**config.mk**
```make
export PLATFORM = sky130hd
export DESIGN_NAME = epoch_seconds_to_utc_calendar
export DESIGN_NICKNAME = d
export VERILOG_FILES = /design/src/rtl/esuc_pkg.sv /design/src/rtl/esuc_urom.sv /design/src/rtl/esuc_seq.sv /design/src/rtl/esuc_dp.sv /design/src/rtl/epoch_seconds_to_utc_calendar.sv
export VERILOG_INCLUDE_DIRS = /design/src /design/src/rtl
export SDC_FILE = /design/constraint.sdc
export NUM_CORES = 2
export LEC_CHECK = 0
export ABC_AREA = 1
export BUFFER_PORTS_ARGS = -buffer_cell sky130_fd_sc_hd__buf_2
export CAP_MARGIN = 20
export CORE_MARGIN = 2
export CORE_UTILIZATION = 45
export CTS_CLUSTER_DIAMETER = 200
export DETAILED_ROUTE_END_ITERATION = 8
export SLEW_MARGIN = 20
export SYNTH_ARGS = -nofsm -noshare
export SYNTH_HDL_FRONTEND = slang
export SYNTH_SLANG_ARGS = --single-unit
```
**constraint.sdc**
```tcl
create_clock -name clk -period 21.2 [get_ports clk]
set_clock_uncertainty 0.15 [all_clocks]
set_input_delay 2.12 -clock clk [delete_from_list [all_inputs] [get_ports clk]]
set_output_delay 2.12 -clock clk [all_outputs]
set_load 0.005 [all_outputs]
```
**src/rtl/epoch_seconds_to_utc_calendar_macros.svh**
```systemverilog
// Assertion macros for the epoch seconds to UTC calendar converter.
`ifndef EPOCH_SECONDS_TO_UTC_CALENDAR_MACROS_SVH
`define EPOCH_SECONDS_TO_UTC_CALENDAR_MACROS_SVH

`ifndef NO_ASSERTIONS

`define ESUC_ASSERT_IMP(label, pre, post, msg) \
	label: assert property (@(posedge clk) disable iff (!arst_n) (pre) |-> (post)) \
		else $error(msg);

`define ESUC_ASSERT_NXT(label, pre, post, msg) \
	label: assert property (@(posedge clk) disable iff (!arst_n) (pre) |=> (post)) \
		else $error(msg);

`else

`define ESUC_ASSERT_IMP(label, pre, post, msg)

`define ESUC_ASSERT_NXT(label, pre, post, msg)

`endif

`endif

```
**src/rtl/esuc_pkg.sv**
```systemverilog
// Types, microcode codes, constants and calendar functions of the UTC calendar converter.
package esuc_pkg;

	typedef logic [3:0] step_t;

	typedef enum logic [3:0] {
		OP_IDLE,
		OP_DIV,
		OP_TOD,
		OP_HOUR,
		OP_MIN,
		OP_WDAY,
		OP_YEAR,
		OP_MON_INIT,
		OP_MON,
		OP_FINISH
	} op_t;

	typedef enum logic [2:0] {
		COND_NONE,
		COND_WAIT_IN,
		COND_YEAR,
		COND_MON,
		COND_WAIT_OUT
	} cond_t;

	typedef enum logic [1:0] {
		DIV_DAY,
		DIV_HOUR,
		DIV_MIN,
		DIV_WEEK
	} divsel_t;

	typedef struct packed {
		op_t     op;
		cond_t   cond;
		divsel_t dsel;
		step_t   next;
	} ctl_t;

	typedef struct packed {
		logic in_valid;
		logic year_fits;
		logic mon_adv;
		logic out_free;
	} flags_t;

	localparam step_t ST_IDLE     = 4'd0;
	localparam step_t ST_DIV_DAY  = 4'd1;
	localparam step_t ST_TOD      = 4'd2;
	localparam step_t ST_DIV_HOUR = 4'd3;
	localparam step_t ST_HOUR     = 4'd4;
	localparam step_t ST_DIV_MIN  = 4'd5;
	localparam step_t ST_MIN      = 4'd6;
	localparam step_t ST_DIV_WEEK = 4'd7;
	localparam step_t ST_WDAY     = 4'd8;
	localparam step_t ST_YEAR     = 4'd9;
	localparam step_t ST_MON_INIT = 4'd10;
	localparam step_t ST_MON      = 4'd11;
	localparam step_t ST_FINISH   = 4'd12;

	localparam logic [16:0] SECS_PER_DAY  = 17'd86400;
	localparam logic [16:0] SECS_PER_HOUR = 17'd3600;
	localparam logic [16:0] SECS_PER_MIN  = 17'd60;
	localparam logic [16:0] DAYS_PER_WEEK = 17'd7;

	// Rounded-up reciprocals: 86400 = 675 << 7, 3600 = 225 << 4, 60 = 15 << 2.
	localparam logic [25:0] RECIP_DAY  = 26'd50903317; // 2^35 / 675
	localparam logic [25:0] RECIP_HOUR = 26'd9321;     // 2^21 / 225
	localparam logic [25:0] RECIP_MIN  = 26'd1093;     // 2^14 / 15
	localparam logic [25:0] RECIP_WEEK = 26'd74899;    // 2^19 / 7

	localparam logic [7:0]  YEAR_BASE    = 8'd70;
	localparam logic [7:0]  YEAR_2100    = 8'd200;
	localparam logic [16:0] WEEKDAY_1970 = 17'd4;
	localparam logic [3:0]  LAST_MONTH   = 4'd11;

	function automatic logic [16:0] divisor(input divsel_t sel);
		logic [16:0] d;
		case (sel)
			DIV_DAY:  d = SECS_PER_DAY;
			DIV_HOUR: d = SECS_PER_HOUR;
			DIV_MIN:  d = SECS_PER_MIN;
			default:  d = DAYS_PER_WEEK;
		endcase
		return d;
	endfunction

	// Years 1970 to 2106: every fourth year leaps, except 2100.
	function automatic logic is_leap(input logic [7:0] yr);
		return (yr[1:0] == 2'b00) && (yr != YEAR_2100);
	endfunction

	function automatic logic [8:0] year_len(input logic [7:0] yr);
		return is_leap(yr) ? 9'd366 : 9'd365;
	endfunction

	function automatic logic [8:0] month_start(input logic [3:0] m, input logic leap);
		logic [8:0] s;
		case (m)
			4'd0:    s = 9'd0;
			4'd1:    s = 9'd31;
			4'd2:    s = 9'd59;
			4'd3:    s = 9'd90;
			4'd4:    s = 9'd120;
			4'd5:    s = 9'd151;
			4'd6:    s = 9'd181;
			4'd7:    s = 9'd212;
			4'd8:    s = 9'd243;
			4'd9:    s = 9'd273;
			4'd10:   s = 9'd304;
			4'd11:   s = 9'd334;
			default: s = 9'd365;
		endcase
		if (leap && (m >= 4'd2)) begin
			s = s + 9'd1;
		end
		return s;
	endfunction

endpackage

```
**src/rtl/esuc_urom.sv**
```systemverilog
// Microcode table of the UTC calendar converter: one control word per step.
module esuc_urom (
	input  esuc_pkg::step_t upc,
	output esuc_pkg::ctl_t  ctl
);
	import esuc_pkg::*;

	always_comb begin
		unique case (upc)
			ST_IDLE:     ctl = '{OP_IDLE,     COND_WAIT_IN,  DIV_DAY,  ST_DIV_DAY};
			ST_DIV_DAY:  ctl = '{OP_DIV,      COND_NONE,     DIV_DAY,  ST_TOD};
			ST_TOD:      ctl = '{OP_TOD,      COND_NONE,     DIV_DAY,  ST_DIV_HOUR};
			ST_DIV_HOUR: ctl = '{OP_DIV,      COND_NONE,     DIV_HOUR, ST_HOUR};
			ST_HOUR:     ctl = '{OP_HOUR,     COND_NONE,     DIV_HOUR, ST_DIV_MIN};
			ST_DIV_MIN:  ctl = '{OP_DIV,      COND_NONE,     DIV_MIN,  ST_MIN};
			ST_MIN:      ctl = '{OP_MIN,      COND_NONE,     DIV_MIN,  ST_DIV_WEEK};
			ST_DIV_WEEK: ctl = '{OP_DIV,      COND_NONE,     DIV_WEEK, ST_WDAY};
			ST_WDAY:     ctl = '{OP_WDAY,     COND_NONE,     DIV_WEEK, ST_YEAR};
			ST_YEAR:     ctl = '{OP_YEAR,     COND_YEAR,     DIV_DAY,  ST_MON_INIT};
			ST_MON_INIT: ctl = '{OP_MON_INIT, COND_NONE,     DIV_DAY,  ST_MON};
			ST_MON:      ctl = '{OP_MON,      COND_MON,      DIV_DAY,  ST_FINISH};
			ST_FINISH:   ctl = '{OP_FINISH,   COND_WAIT_OUT, DIV_DAY,  ST_IDLE};
			default:     ctl = '{OP_IDLE,     COND_WAIT_IN,  DIV_DAY,  ST_DIV_DAY};
		endcase
	end

endmodule

```
**src/rtl/esuc_seq.sv**
```systemverilog
// Step counter of the UTC calendar converter with conditional hold and jump.
module esuc_seq (
	input  logic             clk,
	input  logic             arst_n,
	input  esuc_pkg::ctl_t   ctl,
	input  esuc_pkg::flags_t flags,
	output esuc_pkg::step_t  upc
);
	import esuc_pkg::*;

	step_t upc_q;
	logic  hold;

	always_comb begin
		unique case (ctl.cond)
			COND_NONE:     hold = 1'b0;
			COND_WAIT_IN:  hold = !flags.in_valid;
			COND_YEAR:     hold = flags.year_fits;
			COND_MON:      hold = flags.mon_adv;
			COND_WAIT_OUT: hold = !flags.out_free;
			default:       hold = 1'b0;
		endcase
	end

	always_ff @(posedge clk or negedge arst_n) begin
		if (!arst_n) begin
			upc_q <= ST_IDLE;
		end else if (!hold) begin
			upc_q <= ctl.next;
		end
	end

	assign upc = upc_q;

endmodule

```
**src/rtl/esuc_dp.sv**
```systemverilog
// Datapath of the UTC calendar converter: reciprocal divider, year and month steps, output register.
module esuc_dp (
	input  logic             clk,
	input  logic             arst_n,
	input  esuc_pkg::ctl_t   ctl,
	output esuc_pkg::flags_t flags,
	input  logic             in_valid,
	output logic             in_ready,
	input  logic [31:0]      epoch_seconds,
	output logic             out_valid,
	input  logic             out_ready,
	output logic [5:0]       second,
	output logic [5:0]       minute,
	output logic [4:0]       hour,
	output logic [4:0]       month_day,
	output logic [3:0]       month,
	output logic [7:0]       years_since_1900,
	output logic [2:0]       weekday,
	output logic [8:0]       year_day
);
	import esuc_pkg::*;

	logic [31:0] r_q;
	logic [15:0] q_q;
	logic [15:0] days_q;
	logic [5:0]  sec_q;
	logic [5:0]  min_q;
	logic [4:0]  hour_q;
	logic [2:0]  wday_q;
	logic [7:0]  year_q;
	logic [8:0]  yday_q;
	logic [3:0]  month_q;

	logic        out_valid_q;
	logic [5:0]  second_q;
	logic [5:0]  minute_q;
	logic [4:0]  hour_out_q;
	logic [4:0]  month_day_q;
	logic [3:0]  month_out_q;
	logic [7:0]  year_out_q;
	logic [2:0]  weekday_q;
	logic [8:0]  year_day_q;

	logic [24:0] mul_a;
	logic [25:0] mul_b;
	logic [50:0] mul_p;
	logic [15:0] quot;
	logic [32:0] rem_p;
	logic [31:0] rem;
	logic [16:0] wsum;
	logic [8:0]  ylen;
	logic        leap;
	logic [8:0]  mday_full;
	logic        year_fits;
	logic        mon_adv;
	logic        out_free;
	logic        accept;
	logic        fin;

	always_comb begin
		case (ctl.dsel)
			DIV_DAY: begin
				mul_a = r_q[31:7];
				mul_b = RECIP_DAY;
			end
			DIV_HOUR: begin
				mul_a = {12'd0, r_q[16:4]};
				mul_b = RECIP_HOUR;
			end
			DIV_MIN: begin
				mul_a = {15'd0, r_q[11:2]};
				mul_b = RECIP_MIN;
			end
			default: begin
				mul_a = {9'd0, r_q[15:0]};
				mul_b = RECIP_WEEK;
			end
		endcase
	end

	assign mul_p = {26'd0, mul_a} * {25'd0, mul_b};

	always_comb begin
		case (ctl.dsel)
			DIV_DAY:  quot = mul_p[50:35];
			DIV_HOUR: quot = {11'd0, mul_p[25:21]};
			DIV_MIN:  quot = {10'd0, mul_p[19:14]};
			default:  quot = mul_p[34:19];
		endcase
	end

	assign rem_p = {17'd0, q_q} * {16'd0, divisor(ctl.dsel)};
	assign rem   = r_q - rem_p[31:0];

	assign wsum      = {1'b0, days_q} + WEEKDAY_1970;
	assign ylen      = year_len(year_q);
	assign leap      = is_leap(year_q);
	assign year_fits = days_q >= {7'd0, ylen};
	assign mon_adv   = (month_q < LAST_MONTH) &&
	                   (yday_q >= month_start(month_q + 4'd1, leap));
	assign mday_full = yday_q - month_start(month_q, leap) + 9'd1;

	assign in_ready = ctl.op == OP_IDLE;
	assign accept   = in_ready && in_valid;
	assign out_free = !out_valid_q || out_ready;
	assign fin      = (ctl.op == OP_FINISH) && out_free;

	assign flags = '{in_valid, year_fits, mon_adv, out_free};

	always_ff @(posedge clk or negedge arst_n) begin
		if (!arst_n) begin
			out_valid_q <= 1'b0;
		end else begin
			if (fin) begin
				out_valid_q <= 1'b1;
			end else if (out_ready) begin
				out_valid_q <= 1'b0;
			end
		end
	end

	always_ff @(posedge clk) begin
		case (ctl.op)
			OP_IDLE: if (accept) begin
				r_q <= epoch_seconds;
			end
			OP_DIV: begin
				q_q <= quot;
			end
			OP_TOD: begin
				days_q <= q_q;
				r_q    <= rem;
			end
			OP_HOUR: begin
				hour_q <= q_q[4:0];
				r_q    <= rem;
			end
			OP_MIN: begin
				min_q <= q_q[5:0];
				sec_q <= rem[5:0];
				r_q   <= {15'd0, wsum};
			end
			OP_WDAY: begin
				wday_q <= rem[2:0];
				year_q <= YEAR_BASE;
			end
			OP_YEAR: if (year_fits) begin
				days_q <= days_q - {7'd0, ylen};
				year_q <= year_q + 8'd1;
			end
			OP_MON_INIT: begin
				yday_q  <= days_q[8:0];
				month_q <= '0;
			end
			OP_MON: if (mon_adv) begin
				month_q <= month_q + 4'd1;
			end
			OP_FINISH: if (out_free) begin
				second_q    <= sec_q;
				minute_q    <= min_q;
				hour_out_q  <= hour_q;
				month_day_q <= mday_full[4:0];
				month_out_q <= month_q;
				year_out_q  <= year_q;
				weekday_q   <= wday_q;
				year_day_q  <= yday_q;
			end
			default: ;
		endcase
	end

	assign out_valid        = out_valid_q;
	assign second           = second_q;
	assign minute           = minute_q;
	assign hour             = hour_out_q;
	assign month_day        = month_day_q;
	assign month            = month_out_q;
	assign years_since_1900 = year_out_q;
	assign weekday          = weekday_q;
	assign year_day         = year_day_q;

endmodule

```
**src/rtl/epoch_seconds_to_utc_calendar.sv**
```systemverilog
// Top level of the converter from 32-bit epoch seconds to the broken-down UTC calendar.
// The year step loops once per whole year after 1970 (0..136) and the month step once per
// month index (0..11). One item is in flight at a time, run by the single microcoded datapath:
// four reciprocal-multiply divides, one year per cycle, one month per cycle; a new item is
// accepted only back at idle, and the finish step holds while the output is not free.
// Reset: arst_n clears the step counter and the output valid; the block then waits idle.
`include "epoch_seconds_to_utc_calendar_macros.svh"

module epoch_seconds_to_utc_calendar (
	input  logic        clk,
	input  logic        arst_n,
	input  logic        in_valid,
	output logic        in_ready,
	input  logic [31:0] epoch_seconds,
	output logic        out_valid,
	input  logic        out_ready,
	output logic [5:0]  second,
	output logic [5:0]  minute,
	output logic [4:0]  hour,
	output logic [4:0]  month_day,
	output logic [3:0]  month,
	output logic [7:0]  years_since_1900,
	output logic [2:0]  weekday,
	output logic [8:0]  year_day
);
	import esuc_pkg::*;

	step_t  upc;
	ctl_t   ctl;
	flags_t flags;

	esuc_seq u_seq (
		.clk    (clk),
		.arst_n (arst_n),
		.ctl    (ctl),
		.flags  (flags),
		.upc    (upc)
	);

	esuc_urom u_urom (
		.upc (upc),
		.ctl (ctl)
	);

	esuc_dp u_dp (
		.clk              (clk),
		.arst_n           (arst_n),
		.ctl              (ctl),
		.flags            (flags),
		.in_valid         (in_valid),
		.in_ready         (in_ready),
		.epoch_seconds    (epoch_seconds),
		.out_valid        (out_valid),
		.out_ready        (out_ready),
		.second           (second),
		.minute           (minute),
		.hour             (hour),
		.month_day        (month_day),
		.month            (month),
		.years_since_1900 (years_since_1900),
		.weekday          (weekday),
		.year_day         (year_day)
	);

	`ESUC_ASSERT_NXT(a_accept_leaves_idle, in_valid && in_ready, !in_ready, "accepted item did not start the program")
	`ESUC_ASSERT_NXT(a_finish_publishes, (ctl.op == OP_FINISH) && flags.out_free, out_valid && in_ready, "finished item not published or program not back at idle")
	`ESUC_ASSERT_NXT(a_year_exit, (ctl.op == OP_YEAR) && !flags.year_fits, ctl.op == OP_MON_INIT, "year loop did not exit to the month search")

endmodule
```
==> results_dict.tcl <==
set metrics [dict create \
    gp_congestion 0.974 \
    cts.htree.levels 4 \
    die_x_um 276 \
    path_max_fanout 52 \
    syn_area_um2 33300 \
    antenna_found_initial 0 \
    place_inst 5057 \
    syn_to_final_growth_pct 7.19 \
    ys_seq_area_share_pct 14.3 \
    cts_num_sinks 161 \
    grt_max_degree 53 \
    period_share_pct 49.6 \
    async_flop_share_pct 3.11 \
    grt_pass1_wl_um 154000 \
    status "finished, final reports clean" \
    cts_inserted_buffers 17 \
    finalNonFillerCells 5089 \
    worst_pin_slew_ns 1.05 \
    clk_pin_slew_worst_paths_ns 0.09 \
    io_buffer_count 83 \
    drt_iter0_markers 2178 \
    wire_per_inst_um 19.1 \
    start_kind "flip-flop" \
    holdBufCountCts 0 \
    die_h_um 276 \
    cts_resized 0 \
    dieArea_um2 76200 \
    finalMaxSlewViolations 0 \
    cp_slowest_cell "nor2_1" \
    synth_edf_count 151 \
    grt_pass1_vias 27000 \
    whs_ns 0.267 \
    coreArea_um2 73100 \
    finalNetCount 5150 \
    cts_tree "yes" \
    arrival_ns 10.59 \
    holdCritPathClass "reg2reg" \
    diodes 0 \
    syn_area_per_cell_um2 8.31 \
    rows 99 \
    layout_common_cells "inv_1, nand2_1, fa_1" \
    cts-root-buf "clkbuf_16" \
    maxCapViolations 0 \
    cp-end-kind "flip-flop" \
    dpl.hpwl_um 83900 \
    first_pass_iters 6 \
    ys.flop_type "edfxtp_1" \
    drive_gt1_share_pct 4.33 \
    yosys_warnings 0 \
    overflow 0 \
    wl_um 97400 \
    ys_ff_latch 161 \
    clock_path_buffers 2 \
    vias 26000 \
    mostFrequentLayoutCell "inv_1" \
    insertion_delay_ns 0.50 \
    syn_inst 4008 \
    relSlewSlack_pct 29.1 \
    fin_setup_tns_ns 0 \
    cpMostUsedCell "fa_1" \
    setup_viol_count_final 0 \
    track_usage_pct 26.4 \
    ioPinCount 84 \
    post-cts-setup-buffers 0 \
    rsz0062_at_grt "false" \
    ant_nets 0 \
    initial_core_util_pct 45.6 \
    viasPerCell 5.10 \
    nFillCells 7198 \
    drc 0 \
    cp.required_ns 21.27 \
    path_class "reg2reg" \
    slowest_delay_ns 0.81 \
    ys_types 51 \
    finalHoldViolations 0 \
    period_needed_ns 10.52 \
    fmax_mhz 95.1 \
]
==> synthesized netlist by cell type (17+ instances only) <==
library cell	instances	area [µm²]
a21oi_1	112	561
nor2_1	330	1240
nand4_1	28	175
nor3_1	18	90.1
xor2_1	25	219
inv_1	1132	4250
nand2_1	695	2610
fa_1	542	10900
nand3_1	159	796
edfxtp_1	151	4530
o21bai_1	18	135
a31oi_1	17	106
o21ai_0	134	671
xnor2_1	17	149
ha_1	455	5690
clkbuf_1	37	139
==> per-stage QoR <==
stage                     instance area, µm²  worst slack [ns]  utilization (%)
after detailed placement               35100             10.77             48.0
after global routing                   35700              9.95             48.9
after CTS                              35700             10.74             48.9
after global placement                 35100             10.79             48.0
final                                  35700             10.68             48.9
after floorplan                        33400             12.70                -
==> routing by layer <==
layer	GRT usage [%]	part of all wire, %
met4	7.24	2.6
met5	0	0
met2	44.2	47
met1	35.1	43
met3	5.12	7.5
==> worst max-delay path: cells and delay by family (launching register included) <==
kind | cells | cell delay [ns]
compound gates | 5 | 0.82
flops | 1 | 0.40
simple gates | 11 | 2.54
buf+inv | 9 | 1.84
fa+ha+maj | 10 | 4.47
==> final timing paths <==
kind | from | end | slack, ns | depth (start not counted)
max in group asynchronous | arst_n | u_seq.upc[2] | 19.47 | 1
min in group asynchronous | arst_n | u_seq.upc[3] | 1.29 | 1
max | u_seq.upc[1] | u_dp.q_q[3] | 10.68 | 35
min reg2reg | u_dp.sec_q[0] | u_dp.second[0] | 0.27 | 0
min | u_dp.sec_q[0] | u_dp.second[0] | 0.27 | 0
max reg2reg | u_seq.upc[1] | u_dp.q_q[3] | 10.68 | 35
==> cell families (layout without fill, tap and decap cells) <==
kind of cell,after synthesis,after routing,synth area share (%)
compound gates,339,339,5.80
xor+xnor,42,42,1.10
fa+ha+maj,997,997,49.6
buf+inv,1193,1284,13.5
flops,161,161,14.3
mux,1,1,0.0338
other cells,2,33,0.0225
simple gates,1273,1273,15.6
==> sequential cells by signal, summed over array words and instances, names as in the netlist, named ones only <==
signal and flops:
u_dp.year_day 9, u_dp.hour_q 5, u_dp.month_day 5, u_dp.weekday 3, u_dp.out_valid 1, u_dp.year_q 8
u_dp.minute 6, u_dp.month 4, u_dp.hour 5, u_dp.years_since_1900 8, u_seq.upc 4, u_dp.sec_q 6
u_dp.yday_q 9, u_dp.min_q 6, u_dp.days_q 16, u_dp.second 6, u_dp.q_q 16, u_dp.wday_q 3
u_dp.r_q 32, u_dp.month_q 4
==> layout make-up <==
type                       count  area, µm²  share of cell area [%]
inverter                    1138       4270                    12.0
clock inverter                15        199                   0.557
multi-input combinational   2685      24200                    67.8
tap                          959       1200                    3.36
sequential                   161       4760                    13.3
timing repair buffer         114        648                    1.81
clock buffer                  17        425                    1.19
Power is left out: the tool's default activity adds up to more than one toggle a clock period on the data nets, which glitch-free logic cannot reach.
